===== config.mk =====
export PLATFORM = sky130hd
export DESIGN_NAME = debug_port_bus_bridge
export DESIGN_NICKNAME = d
export VERILOG_FILES = /design/src/hw/rtl/dpbb_pkg.sv /design/src/hw/rtl/dpbb_front.sv /design/src/hw/rtl/dpbb_queue.sv /design/src/hw/rtl/dpbb_back.sv /design/src/hw/rtl/debug_port_bus_bridge.sv
export VERILOG_INCLUDE_DIRS = /design/src /design/src/hw/rtl
export SDC_FILE = /design/constraint.sdc
export NUM_CORES = 1
export LEC_CHECK = 0
export ABC_AREA = 1
export BUFFER_PORTS_ARGS = -buffer_cell sky130_fd_sc_hd__buf_2
export CORE_MARGIN = 5
export CORE_UTILIZATION = 35
export DETAILED_ROUTE_END_ITERATION = 12
export SLEW_MARGIN = 10
export SYNTH_ARGS = -nofsm -noshare
export SYNTH_HDL_FRONTEND = slang
export SYNTH_SLANG_ARGS = --single-unit

===== constraint.sdc =====
create_clock -name clock -period 7.1 [get_ports clock]
set_input_delay 0.71 -clock clock [delete_from_list [all_inputs] [get_ports clock]]
set_output_delay 0.71 -clock clock [all_outputs]
set_load 0.05 [all_outputs]

===== src/hw/rtl/debug_port_bus_bridge_macros.svh =====
// Assertion macros shared by the debug port bus bridge modules.
`ifndef DEBUG_PORT_BUS_BRIDGE_MACROS_SVH
`define DEBUG_PORT_BUS_BRIDGE_MACROS_SVH

`ifndef ASSERT_OFF
// Property must hold at every clock edge outside reset.
`define DPBB_ASSERT(lbl, clk, rst, prop) \
   lbl: assert property (@(posedge clk) disable iff (rst) (prop)) \
      else $error("assertion failed");
// When ante holds, cons must hold at the next clock edge.
`define DPBB_ASSERT_NEXT(lbl, clk, rst, ante, cons) \
   lbl: assert property (@(posedge clk) disable iff (rst) (ante) |=> (cons)) \
      else $error("assertion failed");
`else
`define DPBB_ASSERT(lbl, clk, rst, prop)
`define DPBB_ASSERT_NEXT(lbl, clk, rst, ante, cons)
`endif

`endif


===== src/hw/rtl/dpbb_pkg.sv =====
// Shared types and constants of the debug port bus bridge.
`timescale 1ns / 1ps
package dpbb_pkg;

   localparam int DATA_W      = 64;
   localparam int INDEX_W     = 12;
   localparam int REGION_W    = 2;
   localparam int CSR_INDEX_W = 2;
   localparam int QUEUE_DEPTH = 2;
   localparam int QUEUE_PTR_W = $clog2(QUEUE_DEPTH);

   localparam logic [CSR_INDEX_W-1:0] CSR_BASE_ADDRESS  = 2'd0;
   localparam logic [CSR_INDEX_W-1:0] CSR_WINDOW_LENGTH = 2'd1;

   localparam logic [REGION_W-1:0] REGION_LOCAL = 2'd3;

   localparam logic [INDEX_W-1:0] LW_SOFT_RESET = 12'd0;
   localparam logic [INDEX_W-1:0] LW_BUS0_WRITE = 12'd8;
   localparam logic [INDEX_W-1:0] LW_BUS0_READ  = 12'd9;
   localparam logic [INDEX_W-1:0] LW_BUS2_WRITE = 12'd12;
   localparam logic [INDEX_W-1:0] LW_BUS2_READ  = 12'd13;

   typedef enum logic [1:0] {
      OP_READ  = 2'd0,
      OP_WRITE = 2'd1,
      OP_RESP  = 2'd2,
      OP_NONE  = 2'd3
   } op_type;

   typedef enum logic [1:0] {
      SEL_ZERO = 2'd0,
      SEL_SOFT = 2'd1,
      SEL_DATA = 2'd2
   } rd_sel_type;

   // Decoded transaction handed from front to back.
   typedef struct packed {
      op_type                op;
      logic                  w32;
      logic                  addr_upper;
      logic                  off_upper;
      logic [REGION_W-1:0]   region;
      logic [INDEX_W-1:0]    index;
      rd_sel_type            rd_sel;
      logic [DATA_W-1:0]     data;
   } cmd_type;

endpackage


===== src/hw/rtl/dpbb_front.sv =====
// Front end: window registers, offset decode and classification of transactions.
`timescale 1ns / 1ps
module dpbb_front (
   input  logic                             clock,
   input  logic                             reset,
   input  logic                             csr_valid,
   output logic                             csr_ready,
   input  logic [dpbb_pkg::CSR_INDEX_W-1:0] csr_index,
   input  logic [dpbb_pkg::DATA_W-1:0]      csr_data,
   input  logic                             req_valid,
   input  logic [1:0]                       req_op,
   input  logic [dpbb_pkg::DATA_W-1:0]      req_address,
   input  logic                             req_is_word32,
   input  logic [dpbb_pkg::DATA_W-1:0]      req_write_data,
   input  logic [dpbb_pkg::DATA_W-1:0]      req_dbg_read_data,
   input  logic [dpbb_pkg::DATA_W-1:0]      req_bus0_write_count,
   input  logic [dpbb_pkg::DATA_W-1:0]      req_bus0_read_count,
   input  logic [dpbb_pkg::DATA_W-1:0]      req_bus2_write_count,
   input  logic [dpbb_pkg::DATA_W-1:0]      req_bus2_read_count,
   input  logic                             queue_full,
   output logic                             push,
   output dpbb_pkg::cmd_type                push_cmd
);
   import dpbb_pkg::*;

   logic [DATA_W-1:0] base_ff;
   logic [DATA_W-1:0] mask_ff;
   logic [DATA_W-1:0] offset;
   op_type            op;
   cmd_type           cmd;

   assign csr_ready = 1'b1;

   // The offset mask is kept precomputed as length minus one.
   always_ff @(posedge clock) begin
      if (reset) begin
         base_ff <= '0;
         mask_ff <= '1;
      end else if (csr_valid && csr_ready) begin
         if (csr_index == CSR_BASE_ADDRESS) begin
            base_ff <= csr_data;
         end else if (csr_index == CSR_WINDOW_LENGTH) begin
            mask_ff <= csr_data - DATA_W'(1);
         end
      end
   end

   assign op     = op_type'(req_op);
   assign offset = (req_address - base_ff) & mask_ff;

   always_comb begin
      cmd            = '0;
      cmd.op         = op;
      cmd.w32        = req_is_word32;
      cmd.addr_upper = req_address[2];
      cmd.off_upper  = offset[2];
      cmd.region     = offset[16:15];
      cmd.index      = offset[14:3];
      cmd.rd_sel     = SEL_ZERO;
      cmd.data       = '0;
      unique case (op)
         OP_WRITE: begin
            cmd.data = req_write_data;
         end
         OP_RESP: begin
            cmd.data = req_dbg_read_data;
         end
         OP_READ: begin
            if (offset[16:15] == REGION_LOCAL) begin
               unique case (offset[14:3])
                  LW_SOFT_RESET: cmd.rd_sel = SEL_SOFT;
                  LW_BUS0_WRITE: begin
                     cmd.rd_sel = SEL_DATA;
                     cmd.data   = req_bus0_write_count;
                  end
                  LW_BUS0_READ: begin
                     cmd.rd_sel = SEL_DATA;
                     cmd.data   = req_bus0_read_count;
                  end
                  LW_BUS2_WRITE: begin
                     cmd.rd_sel = SEL_DATA;
                     cmd.data   = req_bus2_write_count;
                  end
                  LW_BUS2_READ: begin
                     cmd.rd_sel = SEL_DATA;
                     cmd.data   = req_bus2_read_count;
                  end
                  default: cmd.rd_sel = SEL_ZERO;
               endcase
            end
         end
         default: begin
            cmd.data = '0;
         end
      endcase
   end

   // Unused op code is taken and dropped.
   assign push     = req_valid && !queue_full && (op != OP_NONE);
   assign push_cmd = cmd;

endmodule


===== src/hw/rtl/dpbb_queue.sv =====
// Short queue of decoded transactions between front and back.
`timescale 1ns / 1ps
`include "debug_port_bus_bridge_macros.svh"
module dpbb_queue (
   input  logic              clock,
   input  logic              reset,
   input  logic              push,
   input  dpbb_pkg::cmd_type push_cmd,
   output logic              full,
   input  logic              pop,
   output dpbb_pkg::cmd_type pop_cmd,
   output logic              empty
);
   import dpbb_pkg::*;

   cmd_type                entry_ff [QUEUE_DEPTH];
   logic [QUEUE_PTR_W-1:0] wr_ptr_ff;
   logic [QUEUE_PTR_W-1:0] rd_ptr_ff;
   logic [QUEUE_PTR_W:0]   count_ff;

   assign full    = (count_ff == (QUEUE_PTR_W+1)'(QUEUE_DEPTH));
   assign empty   = (count_ff == '0);
   assign pop_cmd = entry_ff[rd_ptr_ff];

   function automatic logic [QUEUE_PTR_W-1:0] next_ptr(input logic [QUEUE_PTR_W-1:0] p);
      logic [QUEUE_PTR_W-1:0] n;
      if (p == QUEUE_PTR_W'(QUEUE_DEPTH - 1)) begin
         n = '0;
      end else begin
         n = p + QUEUE_PTR_W'(1);
      end
      return n;
   endfunction

   always_ff @(posedge clock) begin
      if (push) begin
         entry_ff[wr_ptr_ff] <= push_cmd;
      end
   end

   always_ff @(posedge clock) begin
      if (reset) begin
         wr_ptr_ff <= '0;
         rd_ptr_ff <= '0;
         count_ff  <= '0;
      end else begin
         if (push) begin
            wr_ptr_ff <= next_ptr(wr_ptr_ff);
         end
         if (pop) begin
            rd_ptr_ff <= next_ptr(rd_ptr_ff);
         end
         if (push && !pop) begin
            count_ff <= count_ff + (QUEUE_PTR_W+1)'(1);
         end else if (pop && !push) begin
            count_ff <= count_ff - (QUEUE_PTR_W+1)'(1);
         end
      end
   end

   `DPBB_ASSERT(a_no_push_full, clock, reset, !(push && full))
   `DPBB_ASSERT(a_no_pop_empty, clock, reset, !(pop && empty))
   `DPBB_ASSERT_NEXT(a_count_up, clock, reset, push && !pop, count_ff == $past(count_ff) + 1'b1)

endmodule


===== src/hw/rtl/dpbb_back.sv =====
// Back end: pairing and local register state, and the registered result stage.
`timescale 1ns / 1ps
`include "debug_port_bus_bridge_macros.svh"
module dpbb_back (
   input  logic                          clock,
   input  logic                          reset,
   input  logic                          queue_empty,
   input  dpbb_pkg::cmd_type             pop_cmd,
   output logic                          pop,
   output logic                          rsp_valid,
   input  logic                          rsp_stall,
   output logic                          rsp_result_kind,
   output logic                          rsp_resp_error,
   output logic [dpbb_pkg::DATA_W-1:0]   rsp_read_data,
   output logic                          rsp_dbg_write,
   output logic [dpbb_pkg::INDEX_W-1:0]  rsp_dbg_index,
   output logic [dpbb_pkg::REGION_W-1:0] rsp_dbg_region,
   output logic [dpbb_pkg::DATA_W-1:0]   rsp_dbg_wdata,
   output logic                          rsp_cpu_reset
);
   import dpbb_pkg::*;

   logic [DATA_W-1:0]   pair_ff,  pair_in;
   logic [DATA_W-1:0]   lww_ff,   lww_in;
   logic [DATA_W-1:0]   soft_ff,  soft_in;
   logic                pend_ff,  pend_in;
   logic                valid_ff;
   logic                kind_ff,  kind_in;
   logic [DATA_W-1:0]   rdata_ff, rdata_in;
   logic                dwr_ff,   dwr_in;
   logic [INDEX_W-1:0]  didx_ff,  didx_in;
   logic [REGION_W-1:0] dreg_ff,  dreg_in;
   logic [DATA_W-1:0]   dwd_ff,   dwd_in;
   logic                cpur_ff;
   logic                is_write;
   logic                commit;
   logic [DATA_W-1:0]   wr_word;
   logic [DATA_W-1:0]   local_val;

   assign pop = !queue_empty && (!valid_ff || !rsp_stall);

   always_comb begin
      pair_in  = pair_ff;
      lww_in   = lww_ff;
      soft_in  = soft_ff;
      pend_in  = pend_ff;
      kind_in  = 1'b0;
      rdata_in = '0;
      dwr_in   = 1'b0;
      didx_in  = '0;
      dreg_in  = '0;
      dwd_in   = '0;
      commit   = 1'b0;
      is_write = (pop_cmd.op == OP_WRITE);
      wr_word  = pop_cmd.data;
      local_val = '0;
      if (pop_cmd.op == OP_RESP) begin
         rdata_in = pend_ff ? {32'b0, pop_cmd.data[63:32]} : pop_cmd.data;
      end else begin
         pend_in = pop_cmd.w32 && pop_cmd.addr_upper;
         if (is_write && pop_cmd.w32) begin
            pair_in = {pop_cmd.data[31:0], pair_ff[63:32]};
            wr_word = pair_in;
         end
         if (pop_cmd.region == REGION_LOCAL) begin
            if (is_write) begin
               if (!pop_cmd.w32) begin
                  lww_in = pop_cmd.data;
                  commit = 1'b1;
               end else if (!pop_cmd.off_upper) begin
                  lww_in = {32'b0, pop_cmd.data[31:0]};
               end else begin
                  lww_in = lww_ff | {pop_cmd.data[31:0], 32'b0};
                  commit = 1'b1;
               end
               if (commit && (pop_cmd.index == LW_SOFT_RESET)) begin
                  soft_in = lww_in;
               end
            end else begin
               unique case (pop_cmd.rd_sel)
                  SEL_SOFT: local_val = soft_ff;
                  SEL_DATA: local_val = pop_cmd.data;
                  default:  local_val = '0;
               endcase
               rdata_in = (pop_cmd.w32 && pop_cmd.off_upper) ?
                          {32'b0, local_val[63:32]} : local_val;
            end
         end else if (!(is_write && pop_cmd.w32 && !pop_cmd.addr_upper)) begin
            // Low-half 32-bit writes are answered at once; everything else issues a request.
            kind_in = 1'b1;
            dwr_in  = is_write;
            didx_in = pop_cmd.index;
            dreg_in = pop_cmd.region;
            dwd_in  = is_write ? wr_word : '0;
         end
      end
   end

   always_ff @(posedge clock) begin
      if (reset) begin
         pair_ff  <= '0;
         lww_ff   <= '0;
         soft_ff  <= '0;
         pend_ff  <= 1'b0;
         valid_ff <= 1'b0;
      end else begin
         if (pop) begin
            pair_ff <= pair_in;
            lww_ff  <= lww_in;
            soft_ff <= soft_in;
            pend_ff <= pend_in;
         end
         if (pop) begin
            valid_ff <= 1'b1;
         end else if (!rsp_stall) begin
            valid_ff <= 1'b0;
         end
      end
   end

   always_ff @(posedge clock) begin
      if (pop) begin
         kind_ff  <= kind_in;
         rdata_ff <= rdata_in;
         dwr_ff   <= dwr_in;
         didx_ff  <= didx_in;
         dreg_ff  <= dreg_in;
         dwd_ff   <= dwd_in;
         cpur_ff  <= soft_in[0];
      end
   end

   assign rsp_valid       = valid_ff;
   assign rsp_result_kind = kind_ff;
   assign rsp_resp_error  = 1'b0;
   assign rsp_read_data   = rdata_ff;
   assign rsp_dbg_write   = dwr_ff;
   assign rsp_dbg_index   = didx_ff;
   assign rsp_dbg_region  = dreg_ff;
   assign rsp_dbg_wdata   = dwd_ff;
   assign rsp_cpu_reset   = cpur_ff;

   `DPBB_ASSERT(a_req_not_local, clock, reset, !(valid_ff && kind_ff && dreg_ff == REGION_LOCAL))
   `DPBB_ASSERT(a_bus_rsp_clean, clock, reset, !(valid_ff && !kind_ff && (dwr_ff || dwd_ff != '0)))
   `DPBB_ASSERT_NEXT(a_cpu_reset_tracks, clock, reset, pop, rsp_cpu_reset == soft_ff[0])

endmodule


===== src/hw/rtl/debug_port_bus_bridge.sv =====
// Top level of the debug port bus bridge.
// The bridge takes one transaction per cycle on the req_ channel while req_stall is low
// (bus read, bus write or debug port response) and returns one result per transaction on
// the rsp_ channel, passing through the two-entry decode queue and then the result
// register. The queue decouples the offset decode from the back end, so req_stall rises
// only when both queue entries are held by a stalled result side. Unused op code 3 is
// accepted and dropped without a result. Window base and length are written on the csr_
// channel (index 0 base, 1 length); the user must do so only while the bridge is idle,
// which the bridge itself does not enforce. csr_ready is always high.
`timescale 1ns / 1ps
module debug_port_bus_bridge (
   input  logic                             clock,
   input  logic                             reset,
   input  logic                             csr_valid,
   output logic                             csr_ready,
   input  logic [dpbb_pkg::CSR_INDEX_W-1:0] csr_index,
   input  logic [dpbb_pkg::DATA_W-1:0]      csr_data,
   input  logic                             req_valid,
   output logic                             req_stall,
   input  logic [1:0]                       req_op,
   input  logic [dpbb_pkg::DATA_W-1:0]      req_address,
   input  logic                             req_is_word32,
   input  logic [dpbb_pkg::DATA_W-1:0]      req_write_data,
   input  logic [dpbb_pkg::DATA_W-1:0]      req_dbg_read_data,
   input  logic [dpbb_pkg::DATA_W-1:0]      req_bus0_write_count,
   input  logic [dpbb_pkg::DATA_W-1:0]      req_bus0_read_count,
   input  logic [dpbb_pkg::DATA_W-1:0]      req_bus2_write_count,
   input  logic [dpbb_pkg::DATA_W-1:0]      req_bus2_read_count,
   output logic                             rsp_valid,
   input  logic                             rsp_stall,
   output logic                             rsp_result_kind,
   output logic                             rsp_resp_error,
   output logic [dpbb_pkg::DATA_W-1:0]      rsp_read_data,
   output logic                             rsp_dbg_write,
   output logic [dpbb_pkg::INDEX_W-1:0]     rsp_dbg_index,
   output logic [dpbb_pkg::REGION_W-1:0]    rsp_dbg_region,
   output logic [dpbb_pkg::DATA_W-1:0]      rsp_dbg_wdata,
   output logic                             rsp_cpu_reset
);
   import dpbb_pkg::*;

   logic    queue_full;
   logic    queue_empty;
   logic    push;
   logic    pop;
   cmd_type push_cmd;
   cmd_type pop_cmd;

   assign req_stall = queue_full;

   dpbb_front u_front (
      .clock                (clock),
      .reset                (reset),
      .csr_valid            (csr_valid),
      .csr_ready            (csr_ready),
      .csr_index            (csr_index),
      .csr_data             (csr_data),
      .req_valid            (req_valid),
      .req_op               (req_op),
      .req_address          (req_address),
      .req_is_word32        (req_is_word32),
      .req_write_data       (req_write_data),
      .req_dbg_read_data    (req_dbg_read_data),
      .req_bus0_write_count (req_bus0_write_count),
      .req_bus0_read_count  (req_bus0_read_count),
      .req_bus2_write_count (req_bus2_write_count),
      .req_bus2_read_count  (req_bus2_read_count),
      .queue_full           (queue_full),
      .push                 (push),
      .push_cmd             (push_cmd)
   );

   dpbb_queue u_queue (
      .clock    (clock),
      .reset    (reset),
      .push     (push),
      .push_cmd (push_cmd),
      .full     (queue_full),
      .pop      (pop),
      .pop_cmd  (pop_cmd),
      .empty    (queue_empty)
   );

   dpbb_back u_back (
      .clock           (clock),
      .reset           (reset),
      .queue_empty     (queue_empty),
      .pop_cmd         (pop_cmd),
      .pop             (pop),
      .rsp_valid       (rsp_valid),
      .rsp_stall       (rsp_stall),
      .rsp_result_kind (rsp_result_kind),
      .rsp_resp_error  (rsp_resp_error),
      .rsp_read_data   (rsp_read_data),
      .rsp_dbg_write   (rsp_dbg_write),
      .rsp_dbg_index   (rsp_dbg_index),
      .rsp_dbg_region  (rsp_dbg_region),
      .rsp_dbg_wdata   (rsp_dbg_wdata),
      .rsp_cpu_reset   (rsp_cpu_reset)
   );

endmodule

; Word-level counts from Yosys, hierarchy flattened
; Memory sizes are Yosys's and may differ from the RTL's. A register that Yosys moved wholly into a read port is not among the register bits.
; Index checks and enable logic that the tools add are counted.
[word_totals]
mem_count = 1
ram_bits = 170
out_inout_bits = 149
ff_bits = 377
[memory_table]
columns = name, depth, width, read_ports, rd_ports_with_merged_regs, wr, line_no
row1 = u_queue.entry_ff, 2, 85, 1, 1, 1, dpbb_queue.sv:16  ; cmd_type entry_ff [QUEUE_DEPTH];
[classes]
mux = 34
bitwise_logic = 5
n_reduce_logical = 34
add_sub_neg = 6
eq_ne = 16
[op_table]
columns = operator, n
row1 = 2-to-1 mux 64 bit, 8
row2 = case mux 64 bit (4 select lines), 1
row3 = case mux 64 bit (3 select lines), 1
row4 = case mux 64 bit (2 select lines), 1
row5 = 2-to-1 mux 66 bit, 1
row6 = bitwise OR 64 bit, 1
row7 = "equality test 12 x 4 -> 1 bit, second input constant", 4
row8 = logical NOT 12 bit, 2
row9 = 2-to-1 mux 1 bit, 18
row10 = AND 17 bit, 1
row11 = "subtractor 17 x 1 -> 17 bit, second input constant", 1
row12 = subtractor 17 bit, 1
row13 = "equality test 2 bit, second input constant", 6
row14 = logical AND 1 bit, 10
row15 = "equality test 2 x 1 -> 1 bit, second input constant", 4
row16 = OR reduction 4 bit, 2
row17 = logical NOT 1 bit, 7
row18 = logical NOT 2 bit, 3
row19 = 2-to-1 mux 2 bit, 3
row20 = AND reduction 3 bit, 2
row21 = AND reduction 5 bit, 1
row22 = case mux 2 bit (2 select lines), 1
row23 = AND reduction 2 bit, 2
row24 = AND reduction 4 bit, 1
row25 = other kinds (10), 13

; Logic depth before layout (Yosys ltp)
[depth]
depth_word = 10
mapped_depth = 20

; Cells and area by module
; A second synthesis with hierarchy kept.
[hier_totals]
hier_cells = 3768
area_unflattened_um2 = 28792.6
[by_module_without_submodules]
columns = mod, cells_each, instances, area_each_um2
row1 = dpbb_back, 1946, 1, 14826.7
row2 = dpbb_front, 1525, 1, 7598.5
row3 = dpbb_queue, 297, 1, 6367.4

; Worst setup path before layout
; No wires, ideal clock.
[synth_timing]
path_type = input to register
startpoint = input port rsp_stall
endpoint = register u_back.lww_ff[53]
setup_slack_ns = 1.382
arrival_time_ns = 5.589
cell_stages = 8
setup_ns = 0.128
path_buffers = 3
path_cell_list = nand2_1 > o21ai_1 > clkinv_1 > nand3_1 > buf_2 > clkbuf_1 > clkbuf_1 > a21oi_1
[synth_via]
elab_chain_cells = 4
[synth_lines]
columns = element, line_no
row1 = "start, declared", debug_port_bus_bridge.sv:30  ; input logic rsp_stall,
row2 = logical NOT 1 bit, dpbb_back.sv:40  ; assign pop = !queue_empty && (!valid_ff || !rsp_stall);
row3 = logical OR 1 bit, dpbb_back.sv:40
row4 = logical AND 1 bit, dpbb_back.sv:40
row5 = named net pop, debug_port_bus_bridge.sv:45  ; logic pop;
row6 = AND reduction 4 bit (no line), -
row7 = "end signal, assigned", dpbb_back.sv:109  ; lww_ff <= lww_in;
row8 = "end, declared", dpbb_back.sv:24  ; logic [DATA_W-1:0] lww_ff, lww_in;
; The timed path passes the listed nets, and every way through them passes these cells.
; A chain may end at the register's enable or synchronous reset.

==> results.json <==
{
  "outcome": "finished, final reports clean",
  "finalHoldViolations": 0,
  "first_iter_violations": 2055,
  "post-cts-setup-buffer-count": 0,
  "cts_buffers": 53,
  "post_drt_wl_per_cell_microns": 19.74,
  "core-area_sq_um": 79130,
  "worstPathMaxFanout": 74,
  "critical_path_arrival_ns": 4.87,
  "critPathKind": "reg -> reg",
  "floorplan.die_area_sq_um": 85620,
  "vdd_ir_drop_max_mv": 0.2297,
  "count_of_yosys_warnings_during_synthesis": 0,
  "register_area_sq_um": 13450,
  "worst_skew_pair.late_latency_ns": 0.63,
  "startpoint_type_of_the_worst_setup_path": "register",
  "synth.avg_cell_area_sq_um": 7.724,
  "fp.dieH_microns": 292.6,
  "first_pass_iters": 6,
  "detailroute.via_count": 25940,
  "post_route_cells_drive_above_1_share_pct": 18.44,
  "timing.slew.headroom_pct": 12.29,
  "antenna_found_initial": 30,
  "clock_pin_slew_reported_for_the_worst_setup_and_hold_paths_after_clock_tree_synthesis_ns": 0.06,
  "grt_setup_unrepaired": "false",
  "grt_max_degree": 257,
  "finalNetCount": 4574,
  "synth_enable_flop_cells": 315,
  "yosys_register_bits": 514,
  "multiInputGateArea_sq_um": 10880,
  "min_period_over_period_pct": 64.41,
  "port-buffer-count": 574,
  "finalSetupTns_ns": 0,
  "postSynth.asyncResetShare_pct": 0,
  "power.leakage_nw": 14.69,
  "grt_pass1_vias": 23740,
  "area_delta_synth_final_pct": 18.96,
  "syn_nets": 4159,
  "worst-endpoint-required_ns": 7.40,
  "synth.lib_cells_used.distinct": 42,
  "clockBufferDepth": 3,
  "gp_congestion": 0.8777,
  "floorplan.initialDensity_pct": 35.33,
  "tightest_slew_ns": 1.302,
  "place_hpwl_microns": 74250,
  "clock-root-buffer": "sky130_fd_sc_hd__clkbuf_16",
  "worst_hold_path_type": "in -> reg",
  "max_freq_ghz": 0.2187,
  "post-route-min-period_ns": 4.573,
  "remaining_drc_errors": 0,
  "ys_seq_area_share_pct": 48.09,
  "cts_resized": 0,
  "worstSetupEndpointType": "register",
  "post_synth_inst_count": 3619,
  "slew_viols_final": 0,
  "cts.sink_count": 514,
  "grt.total_usage_pct": 22.37,
  "die_w_microns": 292.6,
  "clock_tree.htree_level_count": 2,
  "antenna_left": 0,
  "layout.filler_cells": 8254,
  "summed_instance_area_of_the_synthesized_netlist_sq_um": 27950,
  "finalCoreUtilization_pct": 42.03,
  "holdBufCountCts": 0,
  "maxCapViolations": 0,
  "grt_remaining_overflow": 0,
  "ys_dominant_reg_cell": "sky130_fd_sc_hd__edfxtp_1",
  "final_area_sq_um": 33250,
  "first_pass_grt_wire_length_microns": 147500,
  "finalClockSkew_ns": 0.04157,
  "finalWirelength_microns": 101500,
  "std_cell_rows": 103,
  "tritoncts": "done",
  "boundaryPins": 671,
  "power.density_cell_area_nw_per_um2": 385.0,
  "drt-vias-per-instance": 5.045,
  "postPlaceCellArea_sq_um": 31430,
  "timing.final.setup_violations": 0
}
==> per-stage QoR <==
step           hold WS, ns  power, mW  worst slack [ns]  std cells
6_report            0.2941      12.80             2.527       5143
5_1_grt             0.2778      13.44             2.264       5140
4_1_cts             0.2574      12.90             2.513       5129
3_5_place_dp        0.4339      10.00             2.293       5029
3_3_place_gp        0.4220      9.973             2.246       5029
2_1_floorplan       0.4205      8.129             1.382       3619
==> placed cells by master, fill, tap and decap left out, types with 32 or more instances in the layout <==
cell type and instances:
sky130_fd_sc_hd__nand4_1 263, sky130_fd_sc_hd__buf_4 55, sky130_fd_sc_hd__o22ai_1 96, sky130_fd_sc_hd__o21ai_0 454
sky130_fd_sc_hd__dfxtp_1 198, sky130_fd_sc_hd__inv_1 634, sky130_fd_sc_hd__buf_2 573, sky130_fd_sc_hd__clkbuf_16 53
sky130_fd_sc_hd__a21oi_1 227, sky130_fd_sc_hd__nand3_1 93, sky130_fd_sc_hd__nor2_1 89, sky130_fd_sc_hd__nand2_1 778
sky130_fd_sc_hd__a211oi_1 32, sky130_fd_sc_hd__edfxtp_1 315
==> worst max-delay path: stages, from the launching register on <==
cell	delay (ns)
sky130_fd_sc_hd__dfxtp_4	0.90
sky130_fd_sc_hd__o21ai_1	0.38
sky130_fd_sc_hd__nor2_4	0.94
sky130_fd_sc_hd__inv_2	0.66
sky130_fd_sc_hd__nand2_1	0.66
sky130_fd_sc_hd__buf_4	0.42
sky130_fd_sc_hd__o22ai_1	0.22
==> kinds of logic after synthesis <==
family / count (synthesis) / share of synthesized area [%]
AOI/OAI and AO/OA: 879 / 16.95
buffers and inverters: 925 / 13.33
muxes: 19 / 0.6848
and+or+nand+nor: 1258 / 19.99
xor gates and xnor gates: 4 / 0.1253
other: 2 / 0.02687
DFF: 514 / 48.09
adders and majority gates: 18 / 0.8057
==> flip-flops by register name, indices dropped and copies added, names as in the netlist, named ones only <==
name and count:
u_back.rsp_read_data 64, u_queue.count_ff 2, u_back.rsp_valid 1, u_queue.entry_ff 170, u_queue.wr_ptr_ff 1, u_back.rsp_dbg_index 12
u_back.soft_ff 64, u_back.rsp_cpu_reset 1, u_back.pend_ff 1, u_front.mask_ff 15, u_back.lww_ff 64, u_queue.rd_ptr_ff 1
u_back.rsp_result_kind 1, u_back.rsp_dbg_write 1, u_front.base_ff 17, u_back.rsp_dbg_wdata 64, u_back.rsp_dbg_region 2, u_back.pair_ff 32
==> power by group <==
part | switching (mW) | total (mW) | internal [mW]
clock | 1.22 | 2.89 | 1.67
sequential | 0.290 | 4.36 | 4.07
combinational | 4.41 | 5.56 | 1.15
==> layout make-up <==
class | instances | area share [%]
Antenna cell | 14 | 0.1054
Clock buffer | 68 | 4.248
Clock inverter | 32 | 1.136
Inverter | 655 | 7.408
Multi-Input combinational cell | 2180 | 32.73
Sequential cell | 514 | 40.44
Tap cell | 1050 | 3.951
Timing Repair Buffer | 630 | 9.986
==> worst paths after layout <==
| kind | cells past startpoint | endpoint | slack, ns | start |
|---|---|---|---|---|
| max | 6 | u_back.rsp_read_data[40] | 2.53 | register |
| min | 1 | u_queue.entry_ff[1][82] | 0.29 | req_is_word32 |
| max reg2reg | 6 | u_back.rsp_read_data[40] | 2.53 | register |
| min reg2reg | 2 | u_back.lww_ff[48] | 0.44 | u_back.lww_ff[48] |
==> per-layer routing <==
layer / vias up / wire (microns) / track usage, %
li1: 12940 / - / -
met1: 11930 / 42880 / 29.38
met2: 869 / 47970 / 37.20
met3: 190 / 6056 / 3.139
met4: 10 / 4535 / 9.455
met5: - / 69 / 0
==> Yosys cell counts, drive strengths merged (95+ instances only) <==
library cell  number  area [sq um]
nand4            263          1645
o22ai             96         600.6
nand2            780          2933
inv              651          2444
edfxtp           315          9459
clkbuf           147         551.8
nand3             95         480.5
dfxtp            199          3984
o21ai            485          2427
a21oi            228          1141
nor2             103         409.1
buf              123         715.7
(Power assumes the default switching activity.)
